==> config.mk <==
export PLATFORM = sky130hd
export DESIGN_NAME = frame_receiver_with_xon_xoff
export DESIGN_NICKNAME = d
export VERILOG_FILES = /design/src/rtl/frx_pkg.sv /design/src/rtl/frx_front.sv /design/src/rtl/frx_back.sv /design/src/rtl/frame_receiver_with_xon_xoff.sv
export SDC_FILE = /design/constraint.sdc
export NUM_CORES = 1
export LEC_CHECK = 0
export BUFFER_PORTS_ARGS = -buffer_cell sky130_fd_sc_hd__buf_2
export CORE_ASPECT_RATIO = 0.9
export CORE_MARGIN = 2
export CORE_UTILIZATION = 55
export DETAILED_ROUTE_END_ITERATION = 10
export PLACE_DENSITY = 0.74
export RECOVER_POWER = 50
export REMOVE_ABC_BUFFERS = 1
export SYNTH_ARGS = -nofsm -noshare
export SYNTH_HDL_FRONTEND = slang
export SYNTH_SLANG_ARGS = --single-unit
==> constraint.sdc <==
create_clock -name clk -period 6.4 [get_ports clk]
set_input_delay 0.64 -clock clk [delete_from_list [all_inputs] [get_ports clk]]
set_output_delay 0.64 -clock clk [all_outputs]
set_load 0.1 [all_outputs]
==> src/rtl/frx_pkg.sv <==
`timescale 1ns / 1ps

package frx_pkg;

  localparam int WINDOW_SLOTS = 16;
  localparam int SLOT_W       = (WINDOW_SLOTS > 1) ? $clog2(WINDOW_SLOTS) : 1;
  localparam int OCC_W        = $clog2(WINDOW_SLOTS + 1);
  localparam int LIMIT_W      = 5;
  localparam int CMP_W        = (OCC_W > LIMIT_W) ? OCC_W : LIMIT_W;
  localparam int CFG_IDX_W    = 3;
  localparam int CFG_DATA_W   = 8;

  // register map
  localparam logic [CFG_IDX_W-1:0] REG_UPPER_LIMIT = 3'd0;
  localparam logic [CFG_IDX_W-1:0] REG_LOWER_LIMIT = 3'd1;
  localparam logic [CFG_IDX_W-1:0] REG_ACK_CODE    = 3'd2;
  localparam logic [CFG_IDX_W-1:0] REG_NAK_CODE    = 3'd3;
  localparam logic [CFG_IDX_W-1:0] REG_XON_CODE    = 3'd4;
  localparam logic [CFG_IDX_W-1:0] REG_XOFF_CODE   = 3'd5;
  localparam logic [CFG_IDX_W-1:0] REG_END_MARKER  = 3'd6;

  localparam logic [LIMIT_W-1:0] UPPER_LIMIT_RST = 5'd10;
  localparam logic [LIMIT_W-1:0] LOWER_LIMIT_RST = 5'd2;
  localparam logic [7:0]         ACK_CODE_RST    = 8'd6;
  localparam logic [7:0]         NAK_CODE_RST    = 8'd21;
  localparam logic [7:0]         XON_CODE_RST    = 8'd17;
  localparam logic [7:0]         XOFF_CODE_RST   = 8'd19;
  localparam logic [7:0]         END_MARKER_RST  = 8'd26;

  localparam logic OP_FRAME   = 1'b0;
  localparam logic OP_CONSUME = 1'b1;

  typedef enum logic [2:0] {
    KIND_ACK   = 3'd0,
    KIND_NAK   = 3'd1,
    KIND_XOFF  = 3'd2,
    KIND_XON   = 3'd3,
    KIND_DATA  = 3'd4,
    KIND_EMPTY = 3'd5
  } kind_t;

  typedef enum logic {
    BK_IDLE,
    BK_SECOND
  } back_state_t;

  // classified item as it sits in the queue
  typedef struct packed {
    logic        opcode;
    logic        chk_ok;
    logic [15:0] number;
    logic [23:0] payload;
  } item_t;

  typedef struct packed {
    kind_t       kind;
    logic [7:0]  code_byte;
    logic [15:0] reply_number;
    logic [2:0]  reply_check;
    logic [7:0]  data_0;
    logic [7:0]  data_1;
    logic [7:0]  data_2;
    logic [1:0]  end_position;
    logic        last;
  } result_t;

  // ack/nak reply with its packed check bits
  function automatic result_t make_reply(kind_t kind, logic [7:0] code, logic [15:0] num);
    result_t r;
    r = '0;
    r.kind         = kind;
    r.code_byte    = code;
    r.reply_number = num;
    r.reply_check  = {code[0], num[8], num[0]};
    return r;
  endfunction

  function automatic result_t make_flow(kind_t kind, logic [7:0] code);
    result_t r;
    r = '0;
    r.kind      = kind;
    r.code_byte = code;
    return r;
  endfunction

endpackage

==> src/rtl/frx_front.sv <==
`timescale 1ns / 1ps

module frx_front (
  input  logic              clk,
  input  logic              rst_n,
  input  logic              in_valid,
  output logic              in_ready,
  input  logic              in_opcode,
  input  logic [7:0]        in_head_byte,
  input  logic [7:0]        in_number_high,
  input  logic [7:0]        in_number_low,
  input  logic [7:0]        in_spare_byte_a,
  input  logic [7:0]        in_payload_0,
  input  logic [7:0]        in_payload_1,
  input  logic [7:0]        in_payload_2,
  input  logic [7:0]        in_spare_byte_b,
  input  logic [7:0]        in_frame_check,
  output logic              q_valid,
  output frx_pkg::item_t    q_item,
  input  logic              q_pop
);

  frx_pkg::item_t q_r [2];
  logic           wr_ptr_r, wr_ptr_nxt;
  logic           rd_ptr_r, rd_ptr_nxt;
  logic [1:0]     count_r, count_nxt;
  logic           push;
  frx_pkg::item_t cls;
  logic [7:0]     packed_chk;

  // low bit of each of bytes 0..7, byte 0 in the msb
  assign packed_chk = {in_head_byte[0], in_number_high[0], in_number_low[0],
                       in_spare_byte_a[0], in_payload_0[0], in_payload_1[0],
                       in_payload_2[0], in_spare_byte_b[0]};

  always_comb begin
    cls.opcode  = in_opcode;
    cls.chk_ok  = (packed_chk == in_frame_check);
    cls.number  = {in_number_high, in_number_low};
    cls.payload = {in_payload_0, in_payload_1, in_payload_2};
  end

  assign in_ready = (count_r != 2'd2);
  assign push     = in_valid && in_ready;
  assign q_valid  = (count_r != 2'd0);
  assign q_item   = q_r[rd_ptr_r];

  always_comb begin
    wr_ptr_nxt = push ? ~wr_ptr_r : wr_ptr_r;
    rd_ptr_nxt = q_pop ? ~rd_ptr_r : rd_ptr_r;
    count_nxt  = count_r + {1'b0, push} - {1'b0, q_pop};
  end

  always_ff @(posedge clk) begin
    if (!rst_n) begin
      wr_ptr_r <= 1'b0;
      rd_ptr_r <= 1'b0;
      count_r  <= 2'd0;
    end else begin
      wr_ptr_r <= wr_ptr_nxt;
      rd_ptr_r <= rd_ptr_nxt;
      count_r  <= count_nxt;
    end
  end

  always_ff @(posedge clk) begin
    if (push) begin
      q_r[wr_ptr_r] <= cls;
    end
  end

endmodule

==> src/rtl/frx_back.sv <==
`timescale 1ns / 1ps

module frx_back (
  input  logic                                clk,
  input  logic                                rst_n,
  input  logic                                cfg_we,
  input  logic [frx_pkg::CFG_IDX_W-1:0]       cfg_index,
  input  logic [frx_pkg::CFG_DATA_W-1:0]      cfg_data,
  input  logic                                q_valid,
  input  frx_pkg::item_t                      q_item,
  output logic                                q_pop,
  output logic                                res_valid,
  input  logic                                res_ready,
  output frx_pkg::result_t                    res
);

  localparam int SLOT_W = frx_pkg::SLOT_W;
  localparam int OCC_W  = frx_pkg::OCC_W;
  localparam int CMP_W  = frx_pkg::CMP_W;

  // config registers
  logic [frx_pkg::LIMIT_W-1:0] upper_limit_r, lower_limit_r;
  logic [7:0] ack_code_r, nak_code_r, xon_code_r, xoff_code_r, end_marker_r;

  // window state
  logic [23:0]       slot_payload_r [frx_pkg::WINDOW_SLOTS];
  logic [frx_pkg::WINDOW_SLOTS-1:0] slot_valid_r;
  logic [15:0]       next_exp_r, next_exp_nxt;
  logic [OCC_W-1:0]  occ_r, occ_nxt;
  logic              stopped_r, stopped_nxt;
  logic [SLOT_W-1:0] head_r, head_nxt;

  frx_pkg::back_state_t state_r, state_nxt;
  frx_pkg::result_t     out_r, pend_r;
  logic                 out_valid_r, out_valid_nxt;

  logic              out_free, do_proc, load_a, load_b;
  logic [15:0]       off;
  logic              in_win;
  logic [SLOT_W:0]   slot_sum;
  logic [SLOT_W-1:0] slot;
  logic              store_en, deliver_en, two_res, any_res;
  frx_pkg::result_t  res_a, res_b;
  logic [23:0]       head_data;
  logic [7:0]        d0, d1, d2;

  assign out_free = !out_valid_r || res_ready;
  assign do_proc  = (state_r == frx_pkg::BK_IDLE) && q_valid && out_free;

  assign off      = q_item.number - next_exp_r;
  assign in_win   = (off < 16'(frx_pkg::WINDOW_SLOTS));
  // head + offset wraps around the window, sum stays below twice its size
  assign slot_sum = {1'b0, head_r} + {1'b0, off[SLOT_W-1:0]};
  assign slot     = (slot_sum >= (SLOT_W+1)'(frx_pkg::WINDOW_SLOTS)) ?
                    SLOT_W'(slot_sum - (SLOT_W+1)'(frx_pkg::WINDOW_SLOTS)) :
                    slot_sum[SLOT_W-1:0];

  assign head_data = slot_payload_r[head_r];
  assign d0 = head_data[23:16];
  assign d1 = head_data[15:8];
  assign d2 = head_data[7:0];

  always_comb begin
    res_a        = '0;
    res_b        = '0;
    two_res      = 1'b0;
    any_res      = 1'b0;
    store_en     = 1'b0;
    deliver_en   = 1'b0;
    occ_nxt      = occ_r;
    stopped_nxt  = stopped_r;
    next_exp_nxt = next_exp_r;
    head_nxt     = head_r;
    if (q_item.opcode == frx_pkg::OP_FRAME) begin
      if (!stopped_r) begin
        any_res = 1'b1;
        if (q_item.chk_ok && in_win) begin
          res_a    = frx_pkg::make_reply(frx_pkg::KIND_ACK, ack_code_r, q_item.number);
          store_en = !slot_valid_r[slot];
          occ_nxt  = occ_r + OCC_W'(store_en);
        end else begin
          res_a = frx_pkg::make_reply(frx_pkg::KIND_NAK, nak_code_r, q_item.number);
        end
        if (CMP_W'(occ_nxt) > CMP_W'(upper_limit_r)) begin
          stopped_nxt = 1'b1;
          two_res     = 1'b1;
          res_b       = frx_pkg::make_flow(frx_pkg::KIND_XOFF, xoff_code_r);
        end
      end
    end else begin
      any_res = 1'b1;
      if (occ_r == '0) begin
        res_b = frx_pkg::make_flow(frx_pkg::KIND_EMPTY, 8'd0);
      end else if (!slot_valid_r[head_r]) begin
        res_b = frx_pkg::make_reply(frx_pkg::KIND_NAK, nak_code_r, next_exp_r);
      end else begin
        deliver_en         = 1'b1;
        res_b              = '0;
        res_b.kind         = frx_pkg::KIND_DATA;
        res_b.reply_number = next_exp_r;
        res_b.data_0       = d0;
        res_b.data_1       = d1;
        res_b.data_2       = d2;
        if (d0 == end_marker_r)      res_b.end_position = 2'd1;
        else if (d1 == end_marker_r) res_b.end_position = 2'd2;
        else if (d2 == end_marker_r) res_b.end_position = 2'd3;
        else                         res_b.end_position = 2'd0;
        occ_nxt      = occ_r - OCC_W'(1);
        next_exp_nxt = next_exp_r + 16'd1;
        head_nxt     = (head_r == SLOT_W'(frx_pkg::WINDOW_SLOTS - 1)) ?
                       '0 : head_r + SLOT_W'(1);
      end
      // xon goes out ahead of the consume result
      if (stopped_r && (CMP_W'(occ_r) < CMP_W'(lower_limit_r))) begin
        stopped_nxt = 1'b0;
        two_res     = 1'b1;
        res_a       = frx_pkg::make_flow(frx_pkg::KIND_XON, xon_code_r);
      end else begin
        res_a = res_b;
      end
    end
    if (two_res) begin
      res_b.last = 1'b1;
    end else begin
      res_a.last = 1'b1;
    end
  end

  // next state
  always_comb begin
    state_nxt = state_r;
    case (state_r)
      frx_pkg::BK_IDLE: begin
        if (do_proc && two_res) state_nxt = frx_pkg::BK_SECOND;
      end
      frx_pkg::BK_SECOND: begin
        if (out_free) state_nxt = frx_pkg::BK_IDLE;
      end
      default: state_nxt = frx_pkg::BK_IDLE;
    endcase
  end

  // outputs
  always_comb begin
    load_a = 1'b0;
    load_b = 1'b0;
    q_pop  = 1'b0;
    case (state_r)
      frx_pkg::BK_IDLE: begin
        q_pop  = do_proc;
        load_a = do_proc && any_res;
      end
      frx_pkg::BK_SECOND: begin
        load_b = out_free;
      end
      default: ;
    endcase
  end

  always_comb begin
    if (load_a || load_b) out_valid_nxt = 1'b1;
    else if (res_ready)   out_valid_nxt = 1'b0;
    else                  out_valid_nxt = out_valid_r;
  end

  assign res_valid = out_valid_r;
  assign res       = out_r;

  always_ff @(posedge clk) begin
    if (!rst_n) begin
      upper_limit_r <= frx_pkg::UPPER_LIMIT_RST;
      lower_limit_r <= frx_pkg::LOWER_LIMIT_RST;
      ack_code_r    <= frx_pkg::ACK_CODE_RST;
      nak_code_r    <= frx_pkg::NAK_CODE_RST;
      xon_code_r    <= frx_pkg::XON_CODE_RST;
      xoff_code_r   <= frx_pkg::XOFF_CODE_RST;
      end_marker_r  <= frx_pkg::END_MARKER_RST;
    end else if (cfg_we) begin
      case (cfg_index)
        frx_pkg::REG_UPPER_LIMIT: upper_limit_r <= cfg_data[frx_pkg::LIMIT_W-1:0];
        frx_pkg::REG_LOWER_LIMIT: lower_limit_r <= cfg_data[frx_pkg::LIMIT_W-1:0];
        frx_pkg::REG_ACK_CODE:    ack_code_r    <= cfg_data;
        frx_pkg::REG_NAK_CODE:    nak_code_r    <= cfg_data;
        frx_pkg::REG_XON_CODE:    xon_code_r    <= cfg_data;
        frx_pkg::REG_XOFF_CODE:   xoff_code_r   <= cfg_data;
        frx_pkg::REG_END_MARKER:  end_marker_r  <= cfg_data;
        default: ;
      endcase
    end
  end

  always_ff @(posedge clk) begin
    if (!rst_n) begin
      state_r      <= frx_pkg::BK_IDLE;
      out_valid_r  <= 1'b0;
      slot_valid_r <= '0;
      next_exp_r   <= 16'd0;
      occ_r        <= '0;
      stopped_r    <= 1'b0;
      head_r       <= '0;
    end else begin
      state_r     <= state_nxt;
      out_valid_r <= out_valid_nxt;
      if (do_proc) begin
        next_exp_r <= next_exp_nxt;
        occ_r      <= occ_nxt;
        stopped_r  <= stopped_nxt;
        head_r     <= head_nxt;
        if (store_en)   slot_valid_r[slot]   <= 1'b1;
        if (deliver_en) slot_valid_r[head_r] <= 1'b0;
      end
    end
  end

  always_ff @(posedge clk) begin
    if (do_proc && store_en) begin
      slot_payload_r[slot] <= q_item.payload;
    end
    if (load_a) begin
      out_r  <= res_a;
      pend_r <= res_b;
    end else if (load_b) begin
      out_r <= pend_r;
    end
  end

endmodule

==> src/rtl/frame_receiver_with_xon_xoff.sv <==
`timescale 1ns / 1ps
// With an empty queue and a free output, an accepted item is written to the front queue
// and its result then to the output register; a second result of the same item waits
// in a pending register until the output is free. Throughput: one result per cycle from
// the back end while out_ready is high; an item with two results (ack/nak + xoff, xon
// + consume) keeps it in BK_SECOND. A two-entry queue between front and back absorbs it.
// Reset (rst_n, synchronous): queue and output empty, window cleared, config at defaults.
module frame_receiver_with_xon_xoff (
  input  logic                           clk,
  input  logic                           rst_n,
  input  logic                           cfg_we,
  input  logic [frx_pkg::CFG_IDX_W-1:0]  cfg_index,
  input  logic [frx_pkg::CFG_DATA_W-1:0] cfg_data,
  input  logic                           in_valid,
  output logic                           in_ready,
  input  logic                           in_opcode,
  input  logic [7:0]                     in_head_byte,
  input  logic [7:0]                     in_number_high,
  input  logic [7:0]                     in_number_low,
  input  logic [7:0]                     in_spare_byte_a,
  input  logic [7:0]                     in_payload_0,
  input  logic [7:0]                     in_payload_1,
  input  logic [7:0]                     in_payload_2,
  input  logic [7:0]                     in_spare_byte_b,
  input  logic [7:0]                     in_frame_check,
  output logic                           out_valid,
  input  logic                           out_ready,
  output logic [2:0]                     out_kind,
  output logic [7:0]                     out_code_byte,
  output logic [15:0]                    out_reply_number,
  output logic [2:0]                     out_reply_check,
  output logic [7:0]                     out_data_0,
  output logic [7:0]                     out_data_1,
  output logic [7:0]                     out_data_2,
  output logic [1:0]                     out_end_position,
  output logic                           out_last
);

  logic             q_valid, q_pop;
  frx_pkg::item_t   q_item;
  frx_pkg::result_t res;

  frx_front u_front (
    .clk             (clk),
    .rst_n           (rst_n),
    .in_valid        (in_valid),
    .in_ready        (in_ready),
    .in_opcode       (in_opcode),
    .in_head_byte    (in_head_byte),
    .in_number_high  (in_number_high),
    .in_number_low   (in_number_low),
    .in_spare_byte_a (in_spare_byte_a),
    .in_payload_0    (in_payload_0),
    .in_payload_1    (in_payload_1),
    .in_payload_2    (in_payload_2),
    .in_spare_byte_b (in_spare_byte_b),
    .in_frame_check  (in_frame_check),
    .q_valid         (q_valid),
    .q_item          (q_item),
    .q_pop           (q_pop)
  );

  frx_back u_back (
    .clk       (clk),
    .rst_n     (rst_n),
    .cfg_we    (cfg_we),
    .cfg_index (cfg_index),
    .cfg_data  (cfg_data),
    .q_valid   (q_valid),
    .q_item    (q_item),
    .q_pop     (q_pop),
    .res_valid (out_valid),
    .res_ready (out_ready),
    .res       (res)
  );

  assign out_kind         = res.kind;
  assign out_code_byte    = res.code_byte;
  assign out_reply_number = res.reply_number;
  assign out_reply_check  = res.reply_check;
  assign out_data_0       = res.data_0;
  assign out_data_1       = res.data_1;
  assign out_data_2       = res.data_2;
  assign out_end_position = res.end_position;
  assign out_last         = res.last;

endmodule
==> reports/results.ini <==
[status]
status=complete, but fails checks
failed_checks=max-capacitance violations, max-slew violations

[die]
dieArea_mm2=0.0535
die_x_um=244
rows=79
die-height_um=220
initial_core_util_pct=55.3
pin_count=148
fp.coreArea_mm2=0.0514

[cells_and_area]
final_util_pct=62.7
diodes=0
layout-drive-gt1-share_pct=18.6
area_delta_synth_final_pct=13.3
fin_nets=2105
fillers=3740

[yosys]
synth_edf_count=582
synth.cell_area_mm2=0.0284
yosysUniqueCellTypes=69
postSynthCellCount=1820
synth_top_family_by_area=multiplexers
seq_area_frac_synth_pct=68.7
syn_area_per_cell_um2=15.6
synth_flop_cell=edfxtp_1
synth_fa_ha_area_share_pct=1.77
async_flop_share_pct=0
synth_xor_area_share_pct=2.00
yosys.area_share.simple_pct=7.40
synth_mux_area_share_pct=13.2
ys_ff_latch=685
ys_warn_count=0
synth_compound_area_share_pct=5.07

[drt]
drt_iter0_drc=1719
routed_wl_um=64900
drc=0
first_pass_iters=7
routed_via_density=6.06
via_count=16500
wire_per_inst_um=23.9
ant_nets=0

[sta]
rsz0062_at_grt=no
min_period_ns=5.92
slew_violations=222
period_share_pct=92.6
fin_tns_setup_ns=0
fmax_ghz=0.169
tightestPinTransition_ns=3.37
fin_worst_skew_ns=0.0234
final_hold_viol_count=0
setup_violations=0
relSlewSlack_pct=-124

[placement]
place_congestion=0.868
dp_hpwl_um=39200
io_buffers=126

[clock_network]
root_buffer=clkbuf_16
ctsResizeCount=0
cts_made_buffers=68
clock_sinks=685
cts_buffer_depth=3
clk_pin_slew_ns=0.06
clk_latency_ns=0.60
cts_tree=yes
h-tree-depth=3
cts_setup_buffers=0
holdBufCountCts=0

[critical_path]
cp-end-kind=flop
cp.arrival_ns=6.26
cp-start-kind=flop
critical_path_class=reg -> reg
cp_max_fo=15
crit_required_ns=6.73
r2r_setup_slack_ns=0.48

[pwr]
ir_drop_uv=418
p_per_area_mw_per_mm2=414
p_total_mw=13.3
p_leak_nw=10.8

[flow_run]
cap_viol_max_count=5

[worst_hold_path]
holdCritPathClass=in -> reg

[global_routing]
grt_usage_pct=24.4
gr-total-overflow=0
antenna_found_initial=1
grt_max_degree=67
grt_pass1_wl_um=98000
grt_pass1_vias=16500

## state kept, by name, indices dropped and copies added (netlist names), 16 cells and up, named ones only
name / cells
u_front.q_r: 84
u_back.next_exp_r: 16
u_back.res: 57
u_back.slot_valid_r: 16
u_back.slot_payload_r: 384
u_back.pend_r: 57
## synthesized netlist by cell type (10+ instances only)
| master | instances | area (µm²) |
|---|---|---|
| a21oi_1 | 48 | 240 |
| a221oi_1 | 14 | 123 |
| and3_1 | 14 | 87.6 |
| buf_1 | 14 | 52.6 |
| buf_2 | 13 | 65.1 |
| clkbuf_1 | 56 | 210 |
| dfxtp_1 | 103 | 2060 |
| edfxtp_1 | 582 | 17500 |
| ha_1 | 37 | 463 |
| inv_1 | 38 | 143 |
| mux2_2 | 65 | 732 |
| mux2i_1 | 64 | 641 |
| mux4_2 | 105 | 2360 |
| nand2_1 | 177 | 664 |
| nand3_1 | 30 | 150 |
| nand4_1 | 16 | 100 |
| nor2_1 | 121 | 454 |
| nor2b_1 | 10 | 62.6 |
| nor3_1 | 32 | 160 |
| o211a_1 | 16 | 160 |
| o21ai_0 | 56 | 280 |
| o22ai_1 | 10 | 62.6 |
| xnor2_1 | 29 | 254 |
| xor2_1 | 36 | 315 |
## layout by cell type, fill, tap and decap left out, types with 53 or more instances in the layout
master	count
o21ai_0	55
nor2_1	120
mux2i_1	63
dfxtp_1	100
clkbuf_1	91
clkbuf_16	71
edfxtp_1	582
nand2_1	176
mux4_2	105
buf_2	53
## metrics by stage
stage,cell area (µm²),instances,setup WS [ns],hold slack (ns)
after detailed placement,30100,2595,0.160,0.447
after floorplan,28100,1734,-0.991,0.436
after global routing,32200,2714,0.141,0.198
final,32200,2714,0.476,0.227
after CTS,32300,2714,0.108,0.194
after global placement,30100,2595,0.241,0.442
## logic make-up (layout without fill, tap and decap cells)
kind of cell | Yosys count | in the layout
xor+xnor | 65 | 65
mux | 236 | 236
fa+ha+maj | 39 | 39
simple gates | 454 | 454
buf+inv | 128 | 334
flops | 685 | 685
compound gates | 213 | 213
## worst max-delay path, cell delays in order, from the launching register on
cell     delay, ns
dfxtp_1       0.36
buf_4         0.27
mux2_2        0.42
fa_1          0.53
inv_1         0.06
fa_1          0.56
mux4_2        0.51
mux2i_1       0.25
nand2_1       0.12
nand2_1       0.09
ha_1          0.17
ha_1          0.25
mux2_1        0.30
ha_1          0.29
nor2b_1       0.12
o21a_1        0.12
o21a_1        0.10
o21a_1        0.11
o22ai_1       0.10
nor3_2        0.64
a21o_1        0.20
o21ai_0       0.08
## where the power goes
| group | internal [mW] | total (mW) | leakage (nW) | switching (mW) |
|---|---|---|---|---|
| logic | 0.662 | 3.58 | 3.54 | 2.92 |
| registers | 5.69 | 5.81 | 6.20 | 0.123 |
| clock network | 2.32 | 3.95 | 1.09 | 1.63 |
## metal layers
metal  routed length (µm)  global-route usage (%)
met5                   13                       0
met4                 1720                    7.83
met3                 4900                    5.02
met2                31400                    39.8
met1                26800                    33.4
## path summary, 6_finish.rpt
check,start,depth (start not counted),endpoint
max,flop,21,u_back.res[0]$_DFFE_PP_
min,in_payload_2[2],1,u_front.q_r[1][2]$_DFFE_PP_
max reg2reg,flop,21,u_back.res[0]$_DFFE_PP_
min reg2reg,u_back.xoff_code_r[2]$_SDFFE_PN0P_,2,u_back.xoff_code_r[2]$_SDFFE_PN0P_
## cell type report
type / count / area (µm²) / share of cell area (%)
tap: 688 / 861 / 2.67
sequential: 685 / 19500 / 60.7
clock buffer: 93 / 1930 / 6.00
timing repair buffer: 173 / 911 / 2.83
multi-input combinational: 1007 / 8520 / 26.5
clock inverter: 26 / 278 / 0.862
inverter: 42 / 158 / 0.489
Note: power is estimated with default switching activity, not from simulation.
